<file path="src/design/hse_pkg.sv">
package hse_pkg;

   localparam int PT_W    = 32;
   localparam int GAIN_W  = 16;
   localparam int PARAM_W = 22;
   localparam int FRAC_W  = 16;
   localparam int CSR_W   = 7;
   localparam int IDX_W   = 3;
   localparam int CNT_W   = 9;
   localparam int DIFF_W  = 33;
   localparam int TAN_W   = 36;
   localparam int BLK_W   = 40;
   localparam int X_W     = 40;
   localparam int F_W     = 18;
   localparam int PROD_W  = 58;
   localparam int ACC_W   = 60;
   localparam int N_LANE  = 3;
   localparam int N_CORNER = 4;

   localparam logic [1:0] KIND_POINT = 2'd0;
   localparam logic [1:0] KIND_GAIN  = 2'd1;
   localparam logic [1:0] KIND_EVAL  = 2'd2;

   localparam logic [IDX_W-1:0] CSR_COUNT_U = 3'd0;
   localparam logic [IDX_W-1:0] CSR_COUNT_W = 3'd1;
   localparam logic [IDX_W-1:0] CSR_WRAP_U  = 3'd2;
   localparam logic [IDX_W-1:0] CSR_WRAP_W  = 3'd3;

   // Reads made for one corner of the cell.
   localparam logic [2:0] SEL_CENTER = 3'd0;
   localparam logic [2:0] SEL_U_HI   = 3'd1;
   localparam logic [2:0] SEL_U_LO   = 3'd2;
   localparam logic [2:0] SEL_W_HI   = 3'd3;
   localparam logic [2:0] SEL_W_LO   = 3'd4;

   localparam logic [4:0] MAC_LAST = 5'd23;

   localparam logic [2:0] XS_P   = 3'd0;
   localparam logic [2:0] XS_DU  = 3'd1;
   localparam logic [2:0] XS_DW  = 3'd2;
   localparam logic [2:0] XS_TU  = 3'd3;
   localparam logic [2:0] XS_TW  = 3'd4;
   localparam logic [2:0] XS_BLK = 3'd5;

   localparam logic [1:0] YS_GU = 2'd0;
   localparam logic [1:0] YS_GW = 2'd1;
   localparam logic [1:0] YS_FU = 2'd2;
   localparam logic [1:0] YS_FW = 2'd3;

   localparam logic [1:0] DS_TU  = 2'd0;
   localparam logic [1:0] DS_TW  = 2'd1;
   localparam logic [1:0] DS_BLK = 2'd2;
   localparam logic [1:0] DS_RES = 2'd3;

   localparam logic signed [GAIN_W-1:0] GAIN_HALF = 16'sd8192;
   localparam logic signed [F_W-1:0]    F_ONE     = 18'sd65536;
   localparam logic signed [ACC_W-1:0]  RND14_HALF = 60'sd8192;
   localparam logic signed [ACC_W-1:0]  RND16_HALF = 60'sd32768;
   localparam logic signed [ACC_W-1:0]  SAT_MAX = 60'sd2147483647;
   localparam logic signed [ACC_W-1:0]  SAT_MIN = -60'sd2147483648;

   typedef struct packed {
      logic       clear_step;
      logic       write_point;
      logic       write_gain;
      logic       latch;
      logic       blend1;
      logic       blend2;
      logic       blend3;
      logic       fetch;
      logic [1:0] corner;
      logic [2:0] sel;
      logic       mac;
      logic [4:0] step;
      logic       load_rsp;
   } cmd_type;

   typedef struct packed {
      logic clear_done;
   } sts_type;

   typedef struct packed {
      logic [2:0] xsrc;
      logic [1:0] xidx;
      logic [1:0] ysrc;
      logic [1:0] yidx;
      logic       first;
      logic       last;
      logic       sh14;
      logic [1:0] dst;
      logic [1:0] didx;
   } mac_op_type;

   // Step program of the multiply-accumulate lanes: eight tangents, then the
   // four u blends (A, B, C, D), then the w blend of those into the result.
   function automatic mac_op_type mac_op(input logic [4:0] step);
      mac_op_type op;
      op = '0;
      if (step inside {[5'd0:5'd3]}) begin
         op.xsrc = XS_DU;  op.xidx = step[1:0];
         op.ysrc = YS_GU;  op.yidx = step[1:0];
         op.first = 1'b1;  op.last = 1'b1;  op.sh14 = 1'b1;
         op.dst = DS_TU;   op.didx = step[1:0];
      end else if (step inside {[5'd4:5'd7]}) begin
         op.xsrc = XS_DW;  op.xidx = step[1:0];
         op.ysrc = YS_GW;  op.yidx = step[1:0];
         op.first = 1'b1;  op.last = 1'b1;  op.sh14 = 1'b1;
         op.dst = DS_TW;   op.didx = step[1:0];
      end else if (step inside {[5'd8:5'd15]}) begin
         op.xsrc = step[1] ? XS_TU : XS_P;
         op.xidx = {step[2], step[0]};
         op.ysrc = YS_FU;  op.yidx = step[1:0];
         op.first = (step[1:0] == 2'd0);
         op.last  = (step[1:0] == 2'd3);
         op.dst = DS_BLK;  op.didx = {1'b0, step[2]};
      end else if (step inside {[5'd16:5'd19]}) begin
         op.xsrc = XS_TW;  op.xidx = step[1:0];
         op.ysrc = YS_FU;  op.yidx = {1'b0, step[0]};
         op.first = ~step[0];
         op.last  = step[0];
         op.dst = DS_BLK;  op.didx = {1'b1, step[1]};
      end else if (step inside {[5'd20:5'd23]}) begin
         op.xsrc = XS_BLK; op.xidx = step[1:0];
         op.ysrc = YS_FW;  op.yidx = step[1:0];
         op.first = (step[1:0] == 2'd0);
         op.last  = (step[1:0] == 2'd3);
         op.dst = DS_RES;  op.didx = 2'd0;
      end
      return op;
   endfunction

endpackage

</file>
<file path="src/design/hse_ctrl.sv">
module hse_ctrl
   import hse_pkg::*;
(
   input  logic       clock,
   input  logic       reset,
   input  logic       req_valid,
   input  logic [1:0] req_kind,
   output logic       req_stall,
   output logic       rsp_valid,
   input  logic       rsp_stall,
   input  sts_type    sts,
   output cmd_type    cmd
);

   localparam logic [3:0] ST_CLEAR = 4'd0;
   localparam logic [3:0] ST_IDLE  = 4'd1;
   localparam logic [3:0] ST_BL1   = 4'd2;
   localparam logic [3:0] ST_BL2   = 4'd3;
   localparam logic [3:0] ST_BL3   = 4'd4;
   localparam logic [3:0] ST_FETCH = 4'd5;
   localparam logic [3:0] ST_MAC   = 4'd6;
   localparam logic [3:0] ST_DRAIN = 4'd7;
   localparam logic [3:0] ST_OUT   = 4'd8;

   logic [3:0] state_ff, state_in;
   logic [1:0] corner_ff, corner_in;
   logic [2:0] sel_ff, sel_in;
   logic [4:0] step_ff, step_in;
   logic       rsp_valid_ff, rsp_valid_in;

   assign req_stall = (state_ff != ST_IDLE);
   assign rsp_valid = rsp_valid_ff;

   always_comb begin
      state_in  = state_ff;
      corner_in = corner_ff;
      sel_in    = sel_ff;
      step_in   = step_ff;
      cmd        = '0;
      cmd.corner = corner_ff;
      cmd.sel    = sel_ff;
      cmd.step   = step_ff;
      case (state_ff)
         ST_CLEAR: begin
            cmd.clear_step = 1'b1;
            if (sts.clear_done) state_in = ST_IDLE;
         end
         ST_IDLE: begin
            if (req_valid) begin
               case (req_kind)
                  KIND_POINT: cmd.write_point = 1'b1;
                  KIND_GAIN:  cmd.write_gain = 1'b1;
                  KIND_EVAL: begin
                     cmd.latch = 1'b1;
                     state_in  = ST_BL1;
                  end
                  default: ;
               endcase
            end
         end
         ST_BL1: begin
            cmd.blend1 = 1'b1;
            state_in   = ST_BL2;
         end
         ST_BL2: begin
            cmd.blend2 = 1'b1;
            state_in   = ST_BL3;
         end
         ST_BL3: begin
            cmd.blend3 = 1'b1;
            corner_in  = 2'd0;
            sel_in     = SEL_CENTER;
            state_in   = ST_FETCH;
         end
         ST_FETCH: begin
            cmd.fetch = 1'b1;
            if (sel_ff == SEL_W_LO) begin
               sel_in = SEL_CENTER;
               if (corner_ff == 2'd3) begin
                  step_in  = 5'd0;
                  state_in = ST_MAC;
               end else begin
                  corner_in = corner_ff + 2'd1;
               end
            end else begin
               sel_in = sel_ff + 3'd1;
            end
         end
         ST_MAC: begin
            cmd.mac = 1'b1;
            if (step_ff == MAC_LAST) state_in = ST_DRAIN;
            else step_in = step_ff + 5'd1;
         end
         ST_DRAIN: state_in = ST_OUT;
         ST_OUT: begin
            if (!rsp_valid_ff || !rsp_stall) begin
               cmd.load_rsp = 1'b1;
               state_in     = ST_IDLE;
            end
         end
         default: state_in = ST_IDLE;
      endcase
   end

   assign rsp_valid_in = cmd.load_rsp | (rsp_valid_ff & rsp_stall);

   always_ff @(posedge clock) begin
      if (reset) begin
         state_ff     <= ST_CLEAR;
         corner_ff    <= '0;
         sel_ff       <= '0;
         step_ff      <= '0;
         rsp_valid_ff <= 1'b0;
      end else begin
         state_ff     <= state_in;
         corner_ff    <= corner_in;
         sel_ff       <= sel_in;
         step_ff      <= step_in;
         rsp_valid_ff <= rsp_valid_in;
      end
   end

endmodule

</file>
<file path="config.mk">
export PLATFORM = sky130hd
export DESIGN_NAME = hse_ctrl
export DESIGN_NICKNAME = d
export VERILOG_FILES = /design/src/design/hse_pkg.sv /design/src/design/hse_ctrl.sv
export SDC_FILE = /design/constraint.sdc
export NUM_CORES = 1
export LEC_CHECK = 0
export BUFFER_PORTS_ARGS = -buffer_cell sky130_fd_sc_hd__buf_2
export CAP_MARGIN = 10
export CORE_MARGIN = 5
export CORE_UTILIZATION = 49
export DETAILED_ROUTE_END_ITERATION = 6
export PLACE_DENSITY_LB_ADDON = 0.1
export SYNTH_ARGS = -nofsm -noshare
export SYNTH_HDL_FRONTEND = slang
export SYNTH_SLANG_ARGS = --single-unit
</file>
<file path="constraint.sdc">
create_clock -name clock -period 1.85 [get_ports clock]
set_input_delay 0.37 -clock clock [delete_from_list [all_inputs] [get_ports clock]]
set_output_delay 0.37 -clock clock [all_outputs]
set_load 0.02 [all_outputs]
</file>
==> impl_metrics.json <==
{
  "hold_start": "rsp_stall",
  "grt_start_max_net_pins": 16,
  "path_max_fanout": 4,
  "cts_num_sinks": 15,
  "p_leak_nw": 0.535,
  "end_kind": "output pin",
  "start_util": 0.513,
  "final_cells": 172,
  "rsz0062_at_grt": "yes",
  "numCtsBuffers": 3,
  "worst_slack_ns": 0.0124,
  "core_um2": 1730,
  "drc": 0,
  "overflow": 0,
  "ff2ff_setup_slack_ns": 0.18,
  "holdWs_ns": 0.355,
  "path_cells": "or4b_4, a21oi_2, buf_4",
  "vias": 955,
  "ys_ff_latch": 15,
  "r2r-start": "step_ff[0]",
  "skew_ns": 0.00743,
  "slew-limit-headroom": 0.794,
  "ys_async_sr_fraction": 0,
  "grtUsageTotal": 0.182,
  "htree_num_levels": 1,
  "synth_top_family_by_area": "simple AND/OR/NAND/NOR gates",
  "syn2layout_area_growth_pct": 38.6,
  "ys_top_cells_by_area": "dfxtp_1, a21oi_1, ha_1",
  "die_w_um": 52.5,
  "portBuffers": 28,
  "clk_latency_ns": 0.29,
  "nets": 159,
  "path_buf_inv": 1,
  "yosys.area_share.simple": 0.379,
  "r2r_end": "state_ff[0]",
  "fmax_ghz": 0.544,
  "synthMuxAreaShare": 0.0113,
  "synth_fa_ha_area_frac": 0.0565,
  "syn_nets": 119,
  "clk_pin_slew_worst_paths_ns": 0.10,
  "die_h_um": 52.5,
  "routedWlPerCell_um": 14.2,
  "synth-main-ff-cell": "dfxtp_1",
  "critical-path-top-delay-family": "simple AND/OR/NAND/NOR gates",
  "crit_slowest_cell": "or4b_4",
  "place_ws_ns": 0.150,
  "ioPinCount": 29,
  "status": "finished, final reports clean",
  "power_uw": 746,
  "worstPathRequired_ns": 1.48,
  "dr.pass1.iters": 4,
  "cp.arrival_ns": 1.47,
  "synth-edff-count": 0,
  "synth_cell_type_count": 37,
  "synth_xor_area_frac": 0,
  "viasPerCell": 5.55,
  "max-vdd-ir-drop_mv": 0.419,
  "p_per_area_nw_per_um2": 608,
  "worstSetupStartpointType": "register",
  "crit_cells": 3,
  "n_fill_cell": 145,
  "reg2reg_depth": 5,
  "placementRows": 15,
  "synth.cell_area_um2": 886,
  "drt_iter0_markers": 25,
  "path_class": "reg -> out",
  "finalWirelength_um": 2450,
  "fp.dieArea_um2": 2760,
  "antenna_found_initial": 0,
  "hold_class": "in -> reg",
  "synth_compound_area_frac": 0.157,
  "fin_crit_sh": 0.993,
  "hold_depth": 3,
  "diodes": 0,
  "tns_ns": 0,
  "dpl.hpwl_um": 1530,
  "placed_area_um2": 1080,
  "slew_viol_final": 0,
  "postLayoutCellArea_um2": 1230,
  "yosysTopAreaCell": "dfxtp_1",
  "slowest_delay_ns": 0.55,
  "grt_pass1_vias": 888,
  "grt_pass1_wl_um": 3770,
  "place.gp.congestion": 0.785,
  "tritoncts": "yes",
  "synth.top_cell.area_share": 0.339,
  "setup_viol": 0,
  "holdPathEnd": "rsp_valid",
  "worst_pin_slew_ns": 0.306,
  "detail-route-antenna-nets": 0,
  "final_util": 0.711,
  "fin_crit_ns": 1.84,
  "synthCells": 108,
  "synth.avg_cell_area_um2": 8.20,
  "dp_cells": 159,
  "root_buffer": "clkbuf_4",
  "yosys_warnings": 0,
  "maxCapViolCount": 0,
  "drive_gt1_frac": 0.422,
  "clockBufferDepth": 2,
  "seq_area_frac_synth": 0.339,
  "hold_viol_final": 0
}
## registers in the layout (all words and copies together) (netlist names)
register   flops
sel_ff         3
rsp_valid      1
state_ff       4
corner_ff      2
step_ff        5
## per-layer routing
layer / GRT usage / part of all wire
met1: 0.217 / 0.42
met2: 0.314 / 0.52
met3: 0.0570 / 0.054
met4: 0.0426 / 0.0070
met5: 0 / 0
## placed cells by master, fill, tap and decap left out, drive strengths merged, types with 4 or more instances in the layout
master and count:
nand3 4, ha 4, dfxtp 15, nor2 11
buf 42, nand3b 4, a21oi 13, inv 5
nand2 6, nor3 4
## final cells by class
| class | count | area [um2] | share of cell area |
|---|---|---|---|
| clock buffers | 3 | 22.5 | 0.0183 |
| clock inverters | 1 | 5.00 | 0.00408 |
| inverters | 5 | 18.8 | 0.0153 |
| multi-input cells | 81 | 581 | 0.473 |
| flip-flops and latches | 15 | 313 | 0.255 |
| well taps | 25 | 31.3 | 0.0255 |
| repair buffers | 42 | 256 | 0.209 |
## synth_stat cells, drive strengths merged (2+ instances only)
cell type  number
and2            2
nor2           11
nand2b          2
ha              4
nor3b           2
and3            3
nor4            2
a21oi          13
nand2           6
buf             5
dfxtp          15
nor2b           3
clkbuf          2
a22oi           3
o21ai           3
nand3b          4
nand3           4
nor4b           3
inv             5
nor3            4
a31oi           3
## kinds of logic (layout without fill, tap and decap cells)
kind of cell | count (synthesis) | count (layout)
AOI/OAI and AO/OA | 23 | 23
adders and majority gates | 4 | 4
buffers and inverters | 12 | 51
DFF | 15 | 15
muxes | 1 | 1
and+or+nand+nor | 53 | 53
## power by group
part,internal [mW],switching [mW]
Clock,0.0804,0.115
Combinational,0.0942,0.109
Sequential,0.332,0.0161
## worst max path at each step
| stage | startpoint | end | slack (ns) |
|---|---|---|---|
| final | state_ff[0] | cmd[0] | 0.01 |
| after global routing | state_ff[0] | cmd[0] | -0.03 |
| after CTS | state_ff[3] | cmd[17] | 0.005 |
| after detailed placement | state_ff[3] | cmd[0] | 0.15 |
| after global placement | state_ff[3] | cmd[0] | 0.20 |
| after floorplan | state_ff[1] | cmd[18] | 0.06 |
## timing repair
item,CTS,global route
pin swaps,2,2
resized for setup,13,4
hold endpoints to repair,0,0
hold buffers,0,0
buffers inserted,6,3
endpoints found under the setup margin,4,4
## worst min-delay path: stages
cell,delay [ns]
buf_2,0.11
nand2_1,0.07
a21oi_1,0.06
Power figures use the tool's default switching activity.
